<file path="src/assert_macros.svh">
// Assertion macros shared by the RTL of the date difference block.
// Depends on nothing; define ASSERT_OFF to compile the checks away.
`ifndef ASSERT_MACROS_SVH
`define ASSERT_MACROS_SVH

`ifndef ASSERT_OFF

// Property checked at every rising edge outside of reset.
`define ASSERT_PROP(lbl, clk, rst_n, prop) \
  lbl: assert property (@(posedge clk) disable iff (!rst_n) (prop)) \
    else $error("assertion failed");

// Expression that must never be true outside of reset.
`define ASSERT_NEVER(lbl, clk, rst_n, expr) \
  lbl: assert property (@(posedge clk) disable iff (!rst_n) !(expr)) \
    else $error("forbidden condition seen");

`else

`define ASSERT_PROP(lbl, clk, rst_n, prop)
`define ASSERT_NEVER(lbl, clk, rst_n, expr)

`endif

`endif

</file>
<file path="src/cdd_pkg.sv">
// Shared types, constants and month tables of the calendar date difference block.
// Depends on nothing.
package cdd_pkg;

  localparam int unsigned YEAR_W    = 14;
  localparam int unsigned MONTH_W   = 4;
  localparam int unsigned DAY_W     = 5;
  localparam int unsigned DAY_NUM_W = 22;
  localparam int unsigned DIFF_W    = 22;
  localparam int unsigned CUM_W     = 9;
  localparam int unsigned Q100_W    = 7;
  localparam int unsigned RECIP_W   = 13;
  localparam int unsigned PROD_W    = YEAR_W + RECIP_W;

  localparam logic [YEAR_W-1:0]  YEAR_FLOOR = 14'd1900;
  localparam logic [YEAR_W-1:0]  YEAR_CEIL  = 14'd9999;
  localparam logic [MONTH_W-1:0] MONTH_JAN  = 4'd1;
  localparam logic [MONTH_W-1:0] MONTH_FEB  = 4'd2;
  localparam logic [MONTH_W-1:0] MONTH_DEC  = 4'd12;
  localparam logic [DAY_W-1:0]   DAY_FIRST  = 5'd1;
  localparam logic [DAY_W-1:0]   FEB_LEAP_LEN = 5'd29;

  // floor(x / 100) == (x * 5243) >> 19 for every x below 2^14.
  localparam logic [RECIP_W-1:0] RECIP_100  = 13'd5243;
  localparam int unsigned        RECIP_SHIFT = 19;
  localparam logic [YEAR_W-1:0]  HUNDRED    = 14'd100;
  localparam logic [DAY_NUM_W-1:0] DAYS_PER_YEAR = 22'd365;

  localparam logic [DIFF_W-1:0]  DIFF_MAX = 22'd2958463;

  // Length of each month in a common year, indexed by month number.
  localparam logic [DAY_W-1:0] MONTH_DAYS [0:12] = '{
    5'd0, 5'd31, 5'd28, 5'd31, 5'd30, 5'd31, 5'd30,
    5'd31, 5'd31, 5'd30, 5'd31, 5'd30, 5'd31
  };

  // Days of all full months before a month in a common year.
  localparam logic [CUM_W-1:0] CUM_DAYS [0:12] = '{
    9'd0, 9'd0, 9'd31, 9'd59, 9'd90, 9'd120, 9'd151,
    9'd181, 9'd212, 9'd243, 9'd273, 9'd304, 9'd334
  };

  // Per-stage advance strobes of the pipeline.
  typedef struct packed {
    logic s1;
    logic s2;
    logic s3;
    logic s4;
  } adv_t;

endpackage

</file>
<file path="src/cdd_pipe_ctrl.sv">
// Valid bits and stall control of the four-stage date difference pipeline.
// Depends on cdd_pkg.
module cdd_pipe_ctrl (
  input  logic          clk_i,
  input  logic          rst_ni,
  input  logic          in_valid_i,
  output logic          in_ready_o,
  output logic          out_valid_o,
  input  logic          out_ready_i,
  output cdd_pkg::adv_t adv_o
);

  logic [3:0] valid_q, valid_d;
  cdd_pkg::adv_t adv;

  // A stage loads when it is empty or its content moves on in the same cycle,
  // so bubbles collapse and a stall never drops or repeats a word.
  always_comb begin
    adv.s4 = !valid_q[3] || out_ready_i;
    adv.s3 = !valid_q[2] || adv.s4;
    adv.s2 = !valid_q[1] || adv.s3;
    adv.s1 = !valid_q[0] || adv.s2;
  end

  always_comb begin
    valid_d[0] = adv.s1 ? in_valid_i : valid_q[0];
    valid_d[1] = adv.s2 ? valid_q[0] : valid_q[1];
    valid_d[2] = adv.s3 ? valid_q[1] : valid_q[2];
    valid_d[3] = adv.s4 ? valid_q[2] : valid_q[3];
  end

  always_ff @(posedge clk_i or negedge rst_ni) begin
    if (!rst_ni) begin
      valid_q <= '0;
    end else begin
      valid_q <= valid_d;
    end
  end

  assign adv_o       = adv;
  assign in_ready_o  = adv.s1;
  assign out_valid_o = valid_q[3];

endmodule

</file>
<file path="src/cdd_date_conv.sv">
// Three-stage conversion of one raw date into a day number from 0001-01-01.
// Depends on cdd_pkg for tables, constants and the advance struct.
module cdd_date_conv (
  input  logic                             clk_i,
  input  cdd_pkg::adv_t                    adv_i,
  input  logic [cdd_pkg::YEAR_W-1:0]       year_i,
  input  logic [cdd_pkg::MONTH_W-1:0]      month_i,
  input  logic [cdd_pkg::DAY_W-1:0]        day_i,
  output logic [cdd_pkg::DAY_NUM_W-1:0]    day_num_o
);

  // Stage 1: clamp year and month, and start the divide by 100.
  logic [cdd_pkg::YEAR_W-1:0]  year_d, s1_year_q;
  logic [cdd_pkg::MONTH_W-1:0] month_d, s1_month_q;
  logic [cdd_pkg::DAY_W-1:0]   s1_day_q;
  logic [cdd_pkg::PROD_W-1:0]  prod_y;
  logic [cdd_pkg::Q100_W-1:0]  q100_d, s1_q100_q;

  always_comb begin
    if (year_i < cdd_pkg::YEAR_FLOOR) begin
      year_d = cdd_pkg::YEAR_FLOOR;
    end else if (year_i > cdd_pkg::YEAR_CEIL) begin
      year_d = cdd_pkg::YEAR_CEIL;
    end else begin
      year_d = year_i;
    end
    if (month_i < cdd_pkg::MONTH_JAN || month_i > cdd_pkg::MONTH_DEC) begin
      month_d = cdd_pkg::MONTH_JAN;
    end else begin
      month_d = month_i;
    end
    prod_y = {{cdd_pkg::RECIP_W{1'b0}}, year_d} *
             {{cdd_pkg::YEAR_W{1'b0}}, cdd_pkg::RECIP_100};
    q100_d = prod_y[cdd_pkg::RECIP_SHIFT +: cdd_pkg::Q100_W];
  end

  always_ff @(posedge clk_i) begin
    if (adv_i.s1) begin
      s1_year_q  <= year_d;
      s1_month_q <= month_d;
      s1_day_q   <= day_i;
      s1_q100_q  <= q100_d;
    end
  end

  // Stage 2: leap rule, day check, month table and the year terms.
  logic                           div100, div400, leap;
  logic [cdd_pkg::YEAR_W-1:0]     back100, prev_year;
  logic [cdd_pkg::DAY_W-1:0]      lim, day_d;
  logic [cdd_pkg::CUM_W-1:0]      cum_d;
  logic [cdd_pkg::DAY_NUM_W-1:0]  yr_days_d;
  logic [cdd_pkg::Q100_W-1:0]     p100_d;
  logic [cdd_pkg::Q100_W-3:0]     p400_d;

  logic [cdd_pkg::DAY_NUM_W-1:0]  s2_yr_days_q;
  logic [cdd_pkg::YEAR_W-3:0]     s2_p4_q;
  logic [cdd_pkg::Q100_W-1:0]     s2_p100_q;
  logic [cdd_pkg::Q100_W-3:0]     s2_p400_q;
  logic [cdd_pkg::CUM_W-1:0]      s2_cum_q;
  logic [cdd_pkg::DAY_W-1:0]      s2_day_q;

  always_comb begin
    back100 = {{(cdd_pkg::YEAR_W - cdd_pkg::Q100_W){1'b0}}, s1_q100_q} * cdd_pkg::HUNDRED;
    div100  = (back100 == s1_year_q);
    div400  = div100 && (s1_q100_q[1:0] == 2'b00);
    leap    = (s1_year_q[1:0] == 2'b00) && (!div100 || div400);

    if (s1_month_q == cdd_pkg::MONTH_FEB && leap) begin
      lim = cdd_pkg::FEB_LEAP_LEN;
    end else begin
      lim = cdd_pkg::MONTH_DAYS[s1_month_q];
    end
    if (s1_day_q == '0 || s1_day_q > lim) begin
      day_d = cdd_pkg::DAY_FIRST;
    end else begin
      day_d = s1_day_q;
    end

    cum_d = cdd_pkg::CUM_DAYS[s1_month_q] +
            {{(cdd_pkg::CUM_W - 1){1'b0}}, (leap && s1_month_q > cdd_pkg::MONTH_FEB)};

    // The year before this one: floor divisions follow from those of the year.
    prev_year = s1_year_q - {{(cdd_pkg::YEAR_W - 1){1'b0}}, 1'b1};
    yr_days_d = {{(cdd_pkg::DAY_NUM_W - cdd_pkg::YEAR_W){1'b0}}, prev_year} *
                cdd_pkg::DAYS_PER_YEAR;
    p100_d = s1_q100_q - {{(cdd_pkg::Q100_W - 1){1'b0}}, div100};
    p400_d = s1_q100_q[cdd_pkg::Q100_W-1:2] - {{(cdd_pkg::Q100_W - 3){1'b0}}, div400};
  end

  always_ff @(posedge clk_i) begin
    if (adv_i.s2) begin
      s2_yr_days_q <= yr_days_d;
      s2_p4_q      <= prev_year[cdd_pkg::YEAR_W-1:2];
      s2_p100_q    <= p100_d;
      s2_p400_q    <= p400_d;
      s2_cum_q     <= cum_d;
      s2_day_q     <= day_d;
    end
  end

  // Stage 3: sum of all terms.
  logic [cdd_pkg::DAY_NUM_W-1:0] num_d, s3_num_q;

  always_comb begin
    num_d = s2_yr_days_q
          + {{(cdd_pkg::DAY_NUM_W - cdd_pkg::YEAR_W + 2){1'b0}}, s2_p4_q}
          - {{(cdd_pkg::DAY_NUM_W - cdd_pkg::Q100_W){1'b0}}, s2_p100_q}
          + {{(cdd_pkg::DAY_NUM_W - cdd_pkg::Q100_W + 2){1'b0}}, s2_p400_q}
          + {{(cdd_pkg::DAY_NUM_W - cdd_pkg::CUM_W){1'b0}}, s2_cum_q}
          + {{(cdd_pkg::DAY_NUM_W - cdd_pkg::DAY_W){1'b0}}, s2_day_q};
  end

  always_ff @(posedge clk_i) begin
    if (adv_i.s3) begin
      s3_num_q <= num_d;
    end
  end

  assign day_num_o = s3_num_q;

endmodule

</file>
<file path="src/calendar_date_difference.sv">
// Top level of the calendar date difference block.
// Depends on cdd_pkg, cdd_pipe_ctrl, cdd_date_conv and assert_macros.svh.
//
// Usage: the input channel carries one word per date pair (year, month and
// day of two Gregorian dates) under a valid/ready handshake. Each date is
// sanitized (year clamped to 1900..9999, month outside 1..12 taken as 1, a
// day invalid for its month taken as 1) and turned into a day number counted
// from 0001-01-01. The output channel carries one word per input word: the
// absolute difference of the two day numbers, in days.
// Each word passes through four register stages, the accepting edge loading
// the first: clamping and the divide-by-100 reciprocal multiply, then leap
// rule and month table, then the day number sum, then the subtract into the
// output register. Throughput is one word per cycle while the receiver keeps
// out_ready_i high; each stage holds one word and all four may be busy at
// once.
// When the receiver holds out_ready_i low, the output word stays put and the
// stages behind it keep filling empty slots; in_ready_o falls only once all
// four stages hold a word. Reset clears the valid bits, so the block comes
// up empty and ready; the data registers are not reset.
`include "assert_macros.svh"

module calendar_date_difference (
  input  logic                           clk_i,
  input  logic                           rst_ni,
  input  logic                           in_valid_i,
  output logic                           in_ready_o,
  input  logic [cdd_pkg::YEAR_W-1:0]     first_year_i,
  input  logic [cdd_pkg::MONTH_W-1:0]    first_month_i,
  input  logic [cdd_pkg::DAY_W-1:0]      first_day_i,
  input  logic [cdd_pkg::YEAR_W-1:0]     second_year_i,
  input  logic [cdd_pkg::MONTH_W-1:0]    second_month_i,
  input  logic [cdd_pkg::DAY_W-1:0]      second_day_i,
  output logic                           out_valid_o,
  input  logic                           out_ready_i,
  output logic [cdd_pkg::DIFF_W-1:0]     day_difference_o
);

  cdd_pkg::adv_t adv;
  logic [cdd_pkg::DAY_NUM_W-1:0] num_a, num_b;
  logic [cdd_pkg::DIFF_W-1:0]    diff_d, diff_q;

  // Valid bits and per-stage advance strobes.
  cdd_pipe_ctrl u_ctrl (
    .clk_i       (clk_i),
    .rst_ni      (rst_ni),
    .in_valid_i  (in_valid_i),
    .in_ready_o  (in_ready_o),
    .out_valid_o (out_valid_o),
    .out_ready_i (out_ready_i),
    .adv_o       (adv)
  );

  // The two dates run through identical converters in lockstep.
  cdd_date_conv u_conv_a (
    .clk_i     (clk_i),
    .adv_i     (adv),
    .year_i    (first_year_i),
    .month_i   (first_month_i),
    .day_i     (first_day_i),
    .day_num_o (num_a)
  );

  cdd_date_conv u_conv_b (
    .clk_i     (clk_i),
    .adv_i     (adv),
    .year_i    (second_year_i),
    .month_i   (second_month_i),
    .day_i     (second_day_i),
    .day_num_o (num_b)
  );

  // Stage 4: absolute difference into the output register.
  always_comb begin
    if (num_a >= num_b) begin
      diff_d = num_a - num_b;
    end else begin
      diff_d = num_b - num_a;
    end
  end

  always_ff @(posedge clk_i) begin
    if (adv.s4) begin
      diff_q <= diff_d;
    end
  end

  assign day_difference_o = diff_q;

  // Sanitized dates span at most 1900-01-01 to 9999-12-31.
  `ASSERT_PROP(a_diff_range, clk_i, rst_ni,
               out_valid_o |-> (day_difference_o <= cdd_pkg::DIFF_MAX))

  // Back pressure reaches the input only when the receiver stalls a full pipe.
  `ASSERT_PROP(a_stall_source, clk_i, rst_ni,
               !in_ready_o |-> (out_valid_o && !out_ready_i))

endmodule

</file>
<file path="config.mk">
export PLATFORM = sky130hd
export DESIGN_NAME = calendar_date_difference
export DESIGN_NICKNAME = d
export VERILOG_FILES = /design/src/cdd_pkg.sv /design/src/cdd_pipe_ctrl.sv /design/src/cdd_date_conv.sv /design/src/calendar_date_difference.sv
export VERILOG_INCLUDE_DIRS = /design/src /design/src/src
export SDC_FILE = /design/constraint.sdc
export NUM_CORES = 1
export LEC_CHECK = 0
export CAP_MARGIN = 25
export CORE_MARGIN = 2
export CORE_UTILIZATION = 45
export DETAILED_ROUTE_END_ITERATION = 12
export DONT_BUFFER_PORTS = 1
export GPL_TIMING_DRIVEN = 0
export PLACE_DENSITY_LB_ADDON = 0.05
export SYNTH_ARGS = -nofsm -noshare
export SYNTH_HDL_FRONTEND = slang
export SYNTH_SLANG_ARGS = --single-unit
</file>
<file path="constraint.sdc">
create_clock -name clk_i -period 5.9 [get_ports clk_i]
set_input_delay 1.77 -clock clk_i [delete_from_list [all_inputs] [get_ports clk_i]]
set_output_delay 1.77 -clock clk_i [all_outputs]
set_load 0.01 [all_outputs]
</file>
### Word-level counts from Yosys, hierarchy flattened

Memories as Yosys holds them, arrays and structs flattened.
Cells that the tools add are included.

* divide/modulo/power cells: 0
* bitwise logic cells: 2
* shifts and indexed selects: 0
* reduce and logical (&&, ||, !) cells: 30
* magnitude comparators: 15
* add/subtract/negate cells: 20
* muxes and demuxes: 15
* equality and inequality tests: 4
* multipliers: 6

Operators by type and width (count)
* adder 22 x 5 -> 22 bit: 4
* 2-to-1 mux 14 bit: 4
* multiplier 14 x 13 -> 26 bit, second input constant: 2
* adder 22 x 12 -> 22 bit: 2
* adder 22 x 9 -> 22 bit: 2
* multiplier 14 x 9 -> 22 bit, second input constant: 2
* subtractor 22 bit: 2
* subtractor 22 x 7 -> 22 bit: 2
* 2-to-1 mux 9 bit: 4
* 2-to-1 mux 5 bit: 6
* == test 14 bit: 2
* > comparator 14 bit, second input constant: 2
* less-than comparator 14 x 11 -> 1 bit, second input constant: 2
* subtractor 14 x 1 -> 14 bit, second input constant: 2
* multiplier 7 x 5 -> 12 bit, second input constant: 2
* greater-or-equal comparator 22 bit: 1
* 2-to-1 mux 22 bit: 1
* adder 9 x 1 -> 9 bit: 2
* subtractor 7 x 1 -> 7 bit: 2
* greater-or-equal comparator 5 bit, second input constant: 2
* > comparator 5 bit: 2
* logical NOT 5 bit: 2
* logical OR 1 bit: 10
* NOT 4 -> 5 bit: 2
* 8 further kinds: 28

* memories: 4
* output and inout port bits: 24
* ROM bits: 448
* latch bits: 0
* logic and storage cells: 123
* register bits after elaboration: 250
* bits of input ports: 50
* memory bits (writable): 0

Memories
* (name not given): depth 16, width 9, read ports 1, clocked after Yosys merged registers in 0, wr ports 0, line cdd_date_conv.sv:79 `cum_d = cdd_pkg::CUM_DAYS[s1_month_q] +`
* (name not given): depth 16, width 9, read ports 1, clocked after Yosys merged registers in 0, wr ports 0, line cdd_date_conv.sv:79
* (name not given): depth 16, width 5, read ports 1, clocked after Yosys merged registers in 0, wr ports 0, line cdd_date_conv.sv:71 `lim = cdd_pkg::MONTH_DAYS[s1_month_q];`
* (name not given): depth 16, width 5, read ports 1, clocked after Yosys merged registers in 0, wr ports 0, line cdd_date_conv.sv:71

### Depth between registers and ports, before layout

Gate-level depths: netlist (run 1).

* depth after elaboration: 9
* gate-level depth with buffers: 27
* gate-level depth less buffers: 27

### Modules after synthesis

A second synthesis (run 1) with hierarchy kept.

* cells, all modules: 2740
* area total of the unflattened synthesis: 28922.7 um^2

By module, submodules not included
* cdd_date_conv at u_conv_a: cells an instance 1180, area each 12903.6 um^2, instances 1, seq. area each 3363.2 um^2
* cdd_date_conv at u_conv_b: cells an instance 1174, area each 12773.5 um^2, instances 1, seq. area each 3363.2 um^2
* calendar_date_difference: cells an instance 372, area each 3069.2 um^2, instances 1, seq. area each 660.6 um^2
* cdd_pipe_ctrl: cells an instance 14, area each 176.4 um^2, instances 1, seq. area each 100.1 um^2

### Worst setup path before layout (run 1)

OpenSTA, ideal clock, no wires.

* kind: input to register
* start point: input port first_year_i[6] (netlist name)
* end point: register u_conv_a.s1_q100_q[5] (netlist name) (data pin)
* setup slack: -1.379 ns
* required time: 5.642 ns
* library setup time: 0.258 ns
* path buffers: 0
* arrival: 7.021 ns
* stages on the path: 26
* cell sequence: nor4_1 -> nor2_1 -> nor3_1 -> nor2_1 -> or3_1 -> inv_1 -> fa_1 -> inv_1 -> ha_1 -> inv_1 -> fa_1 -> inv_1 -> fa_1 -> inv_1 -> fa_1 -> inv_1 -> ha_1 -> nand2_1 -> nor3_1 -> o2111ai_1 -> a311oi_1 -> o21ai_0 -> a21boi_0 -> o21a_1 -> o22ai_1 -> xnor2_1

* longest elaborated chain between the ends: 4
* elaborated cells between the ends (all ways): 5
* those cells by class: 1 x mul; 2 x order compare; 2 x mux

Ends and longest elaborated chain
* start, declared: line calendar_date_difference.sv:27 `input logic [cdd_pkg::YEAR_W-1:0] first_year_i,`
* > comparator 14 bit: line cdd_date_conv.sv:22 `end else if (year_i > cdd_pkg::YEAR_CEIL) begin`
* 2-to-1 mux 14 bit: line cdd_date_conv.sv:22
* 2-to-1 mux 14 bit *: line cdd_date_conv.sv:20 `if (year_i < cdd_pkg::YEAR_FLOOR) begin`
* via u_conv_a.year_d (one bit): line cdd_date_conv.sv:13 `logic [cdd_pkg::YEAR_W-1:0] year_d, s1_year_q;`
* multiplier 14 x 13 -> 26 bit *: line cdd_date_conv.sv:32 `prod_y = {{cdd_pkg::RECIP_W{1'b0}}, year_d} *`
* via u_conv_a.prod_y (one bit): line cdd_date_conv.sv:16 `logic [cdd_pkg::PROD_W-1:0] prod_y;`
* end signal, assigned: line cdd_date_conv.sv:42 `s1_q100_q <= q100_d;`
* end, declared: line cdd_date_conv.sv:17 `logic [cdd_pkg::Q100_W-1:0] q100_d, s1_q100_q;`

Mark *: on every way through the listed nets, which the timed path passes. The rest lies on a longest branch.
A chain may end at the register's enable or synchronous reset.

### Final worst setup path (run 1)

* start point: input port second_year_i[4] (netlist name)
* end point: register u_conv_b.s1_q100_q[3] (netlist name) (data pin)

* longest elaborated chain between the ends: 4
* elaborated cells between the ends (all ways): 5
* those cells by class: 1 x mul; 2 x order compare; 2 x mux

Ends and longest elaborated chain
* start, declared: line calendar_date_difference.sv:30 `input logic [cdd_pkg::YEAR_W-1:0] second_year_i,`
* > comparator 14 bit: line cdd_date_conv.sv:22
* 2-to-1 mux 14 bit: line cdd_date_conv.sv:22
* 2-to-1 mux 14 bit *: line cdd_date_conv.sv:20
* via u_conv_b.year_d (one bit): line cdd_date_conv.sv:13
* multiplier 14 x 13 -> 26 bit *: line cdd_date_conv.sv:32
* via u_conv_b.prod_y (one bit): line cdd_date_conv.sv:16
* end signal, assigned: line cdd_date_conv.sv:42
* end, declared: line cdd_date_conv.sv:17

Marked as above.

==> results of run 1 <==
[placed cells by master (no fill, tap or decap), types with 32 or more instances in the layout]
| master | count |
|---|---|
| clkbuf_16 | 34 |
| edfxtp_1 | 246 |
| fa_1 | 266 |
| nor2_1 | 96 |
| ha_1 | 508 |
| a21o_1 | 44 |
| nand3_1 | 37 |
| a21oi_1 | 89 |
| o21ai_0 | 49 |
| nand2_1 | 81 |
| inv_1 | 569 |
| xnor2_1 | 138 |
| buf_4 | 50 |
| nor3_1 | 32 |
| xor2_1 | 44 |
[final timing paths]
| check | cells after the start | to | start | slack [ns] |
|---|---|---|---|---|
| max in group asynchronous | 0 | u_ctrl.valid_q[2] | rst_ni | 4.90 |
| min in group asynchronous | 0 | u_ctrl.valid_q[1] | rst_ni | 0.91 |
| worst max register to register | 21 | u_conv_a.s2_yr_days_q[19] | u_conv_a.s1_year_q[5] | 0.33 |
| worst min register to register | 1 | u_ctrl.valid_q[1] | u_ctrl.valid_q[0] | 0.48 |
| worst max-delay path | 23 | u_conv_b.s1_q100_q[3] | second_year_i[4] | -0.95 |
| worst min-delay path | 1 | u_ctrl.valid_q[1] | u_ctrl.valid_q[0] | 0.48 |
[repair_timing]
| action | in CTS | in global routing |
|---|---|---|
| endpoints found under the setup margin | 24 | 26 |
| setup buffers | 24 | 33 |
| pin swaps | 56 | 71 |
| cloned | 0 | 0 |
| gates resized for setup | 74 | 90 |
[routing by layer]
metal | GRT usage, % | share of wire [%]
met2 | 31.6 | 48
met1 | 25.5 | 48
met5 | 0 | 0
met3 | 2.44 | 2.8
met4 | 4.03 | 1.7
[kinds of logic after synthesis]
family          after synthesis
compound gates              333
simple gates                433
buf+inv                     616
fa+ha+maj                   806
flops                       250
xor+xnor                    196
mux                          24
[sequential cells by signal, summed over array words and instances, names as in the netlist, 7 cells and up]
name,count
u_conv_b.s2_p100_q,7
u_conv_b.day_num_o,22
day_difference_o,22
u_conv_a.s1_year_q,14
u_conv_a.s2_yr_days_q,22
u_conv_a.s2_cum_q,9
u_conv_a.day_num_o,22
u_conv_a.s2_p100_q,7
u_conv_a.s1_q100_q,7
u_conv_b.s1_q100_q,7
u_conv_b.s2_cum_q,9
u_conv_b.s1_year_q,14
u_conv_b.s2_p4_q,12
u_conv_a.s2_p4_q,12
u_conv_b.s2_yr_days_q,22
[worst reg2reg max path: stages (launching register included)]
cell      delay [ns]
edfxtp_1        0.44
nor4_2          0.33
nand2b_1        0.11
o31ai_1         0.21
nand2_1         0.19
ha_4            0.35
inv_1           0.06
fa_1            0.53
fa_1            0.44
fa_1            0.55
inv_1           0.04
ha_1            0.32
nor2b_1         0.16
o21ai_2         0.16
a21boi_2        0.10
o41ai_2         0.36
o21ai_1         0.15
o41ai_2         0.30
buf_4           0.18
o21bai_1        0.06
a21oi_1         0.18
xnor2_1         0.08
[final cells by class]
type / count / share of cell area (%)
buffer: 19 / 0.307
clock buffer: 46 / 2.98
clock inverter: 14 / 0.335
inverter: 595 / 7.09
multi-input combinational: 1792 / 60.6
sequential: 250 / 23.6
tap: 837 / 3.30
timing repair buffer: 63 / 1.79
[stage by stage]
stage | setup TNS [ns] | hold WS, ns | instances | util (%) | setup WS [ns]
floorplan | -12.59 | 0.435 | 2658 | - | -1.10
global placement | -63.21 | 0.447 | 3495 | 47.5 | -1.86
detailed placement | -26.70 | 0.461 | 3503 | 47.8 | -1.97
CTS | -11.38 | 0.475 | 3585 | 50.2 | -1.06
global route | -13.27 | 0.510 | 3616 | 51.4 | -1.14
finish | -10.50 | 0.481 | 3616 | 51.4 | -0.949
==> results.md, run 1 <==
- Most frequent cell after synthesis: inv_1
- Average size of a mapped cell: 10.6 um2
- Worst-path maximum fanout: 7
- Final #Nets: 3611
- Setup Viol. Count Final: 14
- Fin area: 31800 um2
- Seq/Total Area, Yosys: 26.5%
- Status: complete, but fails checks
- Crit path kind: in -> reg
- Critical-path cell list: nor4_4, nor2_1, nor3_2, nor2_2, or3_4, buf_6, fa_2, ha_4, fa_1, fa_1, inv_2, fa_1, inv_1, ha_1, a21o_1, a21o_1, a221o_1, o31ai_4, buf_4, nand2_4, o21ai_2, nand2b_1, xor2_1
- Post-Syn Nets: 3514
- Final Hold Fails: 0
- Synth Area in Adders: 42.9%
- ANT nets after route: 0
- Tcrit/Tclk final: 116%
- Largest family of logic cells by synthesized area: adder cells
- Worst path bufs/invs: 4
- Worst Slack Setup Final: -0.949 ns
- Mean routed wirelength per cell: 16.1 um
- Dpl hpwl: 49.0 mm
- Crit end category: flop
- Initial antenna violation count: 0
- CTS root buf: clkbuf_16
- Clk Latency, worst-skew pair: 0.55 ns
- Vert. Die Dim: 254 um
- Synth-to-layout area growth: 12.5%
- Grt ovf: 0
- Delay-heaviest family, CP: adder cells
- Mux share of post-synthesis cell area: 0.855%
- Startpoint types: input port
- Synth Instances: 2658
- Worst Path Required: 6.19 ns
- Layout cells sized above 1: 10.6%
- Row count: 91
- Residual DRC: 0
- Synthesized area: 28200 um2
- CP most frequent cell: fa_1
- Sink Count: 250
- Largest cells by area after synthesis: edfxtp_1 26%, ha_1 24%, fa_1 19%
- Worst Tran Pin Value: 0.892 ns
- Gp weighted congestion: 0.862
- Fmax: 0.146 GHz
- Post-synth EDFFs: 246
- Worst path slowest cell: fa_1
- Yosys cell types: 71
- Worst hold path class: reg -> reg
- Placeable Area: 61800 um2
- Register Area: 7490 um2
- Synth async-reset ratio: 1.60%
- DP Area: 29500 um2
- Die area: 64800 um2
- Die X: 254 um
- Tmin final: 6.85 ns
- Largest net degree at the start of global routing: 61
- Synth cell count leaders: 595 x inv_1, 536 x ha_1, 270 x fa_1, 246 x edfxtp_1, 146 x xnor2_1
- Synth Area in Simple Gates: 7.58%
- Starting Density: 45.7%
- Total iterations of the first detailed-routing run: 7
- Multi-input gate area: 19300 um2
- RSZ-0062 raised after global routing: yes
- # H-tree levels: 2
- DRT iter0 DRCs: 686
- Via count: 18200
- Reg clk slew, reported paths: 0.06 ns
- Critical Path Max Stage Delay: 0.56 ns
- Top FF cell, synth: edfxtp_1
- Total GRT Usage: 18.6%
- Compound-Gate Fraction of Synth Area: 7.79%
- Io pins: 74
- Via density: 5.03
- First-pass GRT wire length: 95.8 mm
- CTS tree: built
- Post-Synth XOR/XNOR Area: 6.08%
- Critical Path AT: 7.14 ns
- Fillers: 5538
- Cell taking the most area after synthesis: edfxtp_1
- I/O Buffers: 0
- Final clock skew: 0.0261 ns
- Warnings from Yosys: 0
- Synth top area share: 26.2%
- MaxCap Viol Count: 0
- Vias in the first global route: 18900
- Max Root-Sink Buffers: 3
- DRT Wirelength: 58.1 mm
- Fin. max-slew vios: 0
- Failing checks: setup timing
- Max_slew headroom: 40.5%
- N_diodes: 0
- Flops & latches, synth: 250
- CTS Buf Count: 34
- Cts hold-fix bufs: 0
Power of run 1 is not shown: default switching activity piles up to over one toggle a cycle in this logic, so the estimate is an artifact.
==> run 2, diff against run 1 <==
==> constraint.sdc (replaced) <==
create_clock -name clk_i -period 8.3 [get_ports clk_i]
set_input_delay 2.49 -clock clk_i [delete_from_list [all_inputs] [get_ports clk_i]]
set_output_delay 2.49 -clock clk_i [all_outputs]
set_load 0.01 [all_outputs]
==> results.md, run 2 (synthesized netlist as in run 1, its figures left out) <==
- Max Root-Sink Buffers: 3
- Final #Nets: 3556
- Tcrit/Tclk final: 95.3%
- Worst hold path class: reg -> reg
- Layout cells sized above 1: 4.00%
- Vert. Die Dim: 254 um
- Dpl hpwl: 48.5 mm
- Commonest non-fill, non-tap cells in the layout: 592 x inv_1, 536 x ha_1, 270 x fa_1
- RSZ-0062 raised after global routing: yes
- Total GRT Usage: 18.3%
- Total iterations of the first detailed-routing run: 5
- Commonest non-fill, non-tap cell in the layout: inv_1
- Crit end category: flop
- ANT nets after route: 0
- Final cell count without fillers: 3562
- Multi-input gate area: 18500 um2
- Grt ovf: 0
- Worst Tran Pin Value: 0.892 ns
- Io pins: 74
- Critical Path Max Stage Delay: 0.56 ns
- Worst Path Required: 8.63 ns
- First-pass GRT wire length: 94.8 mm
- CP most frequent cell: inv_1
- Critical-path cell list: nor4_1, nor2_1, nor3_1, nand2b_1, nand2_1, or2_2, ha_1, ha_1, inv_1, fa_1, inv_1, fa_1, inv_1, fa_1, inv_1, ha_1, a21o_1, a21o_1, a221o_1, o31ai_1, a31oi_1, a21o_1, a21oi_1, xnor2_1
- Via count: 17800
- # H-tree levels: 1
- DRT Wirelength: 56.4 mm
- Initial antenna violation count: 2
- Mean routed wirelength per cell: 15.8 um
- Hold_ws: 0.467 ns
- Largest net degree at the start of global routing: 62
- Max_slew headroom: 40.5%
- Post-route setup TNS: 0 ns
- Synth-to-layout area growth: 8.08%
- Sink Count: 250
- DP Cell Count: 3502
- Register Area: 7490 um2
- CTS tree: built
- Setup Viol. Count Final: 0
- Reg clk slew, reported paths: 0.06 ns
- Worst path slowest cell: fa_1
- Die area: 64800 um2
- Via density: 4.99
- Residual DRC: 0
- Starting Density: 45.7%
- Clk Latency, worst-skew pair: 0.59 ns
- Fin. max-slew vios: 0
- CTS Buf Count: 31
- I/O Buffers: 0
- Row count: 91
- DRT iter0 DRCs: 841
- Final Hold Fails: 0
- Crit path kind: in -> reg
- Status: completed
- Vias in the first global route: 18900
- Die X: 254 um
- Fmax: 0.126 GHz
- Tmin final: 7.91 ns
- Critical Path AT: 8.24 ns
- Startpoint types: input port
- CTS root buf: clkbuf_16
- Fin area: 30500 um2
- MaxCap Viol Count: 0
- Worst-path maximum fanout: 6
- Final clock skew: 0.0156 ns
- Gp weighted congestion: 0.842
- DP Area: 29400 um2
- Placeable Area: 61800 um2
- Fillers: 5678
## run 2: worst paths after layout
check	endpoint	startpoint	depth (start not counted)	slack (ns)
setup / recovery	u_conv_b.s1_q100_q[6]	second_year_i[4]	24	0.39
hold / removal	u_ctrl.valid_q[1]	u_ctrl.valid_q[0]	1	0.47
setup reg to reg	u_conv_a.s2_yr_days_q[21]	u_conv_a.s1_year_q[0]	21	1.96
hold reg to reg	u_ctrl.valid_q[1]	u_ctrl.valid_q[0]	1	0.47
max in group asynchronous	u_ctrl.valid_q[3]	rst_ni	0	6.62
min in group asynchronous	u_ctrl.valid_q[2]	rst_ni	0	1.60
## run 2: what timing repair did
item / in CTS / in global routing
pin swaps: 0 / 1
setup buffers: 0 / 2
endpoints found under the hold margin: 0 / 0
hold buffers: 0 / 0
gates resized for setup: 2 / 16
gates cloned: 0 / 0
setup endpoints to repair: 4 / 6
## run 2: cell type report
type	instances	area share (%)
Antenna cell	1	0.00820
Buffer	21	0.344
Clock buffer	35	2.59
Clock inverter	22	0.779
Inverter	595	7.33
Multi-Input combinational cell	1792	60.6
Sequential cell	250	24.5
Tap cell	837	3.43
Timing Repair Buffer	9	0.418
## run 2: critical path: cells and delay by family
| family | cells | cell delay (ns) |
|---|---|---|
| adder cells (fa/ha/maj) | 6 | 2.59 |
| buffers and inverters | 4 | 0.23 |
| AO/OA/AOI/OAI | 7 | 1.66 |
| AND/OR/NAND/NOR | 6 | 1.20 |
| XOR/XNOR | 1 | 0.09 |
## run 2: stage by stage
step	utilization [%]	setup WS, ns
2_1_floorplan	-	0.301
3_3_place_gp	47.4	-0.724
3_5_place_dp	47.6	-0.784
4_1_cts	49.3	0.0418
5_1_grt	49.4	-0.0138
6_report	49.4	0.386
## run 2: layer usage
layer	global-route usage, %	wire length [um]	part of all wire [%]
met1	25.5	27400	49
met2	30.9	26200	46
met3	2.04	1650	2.9
met4	3.80	1170	2.1
met5	0	28	0.050
Power of run 2 is left out for the same reason.
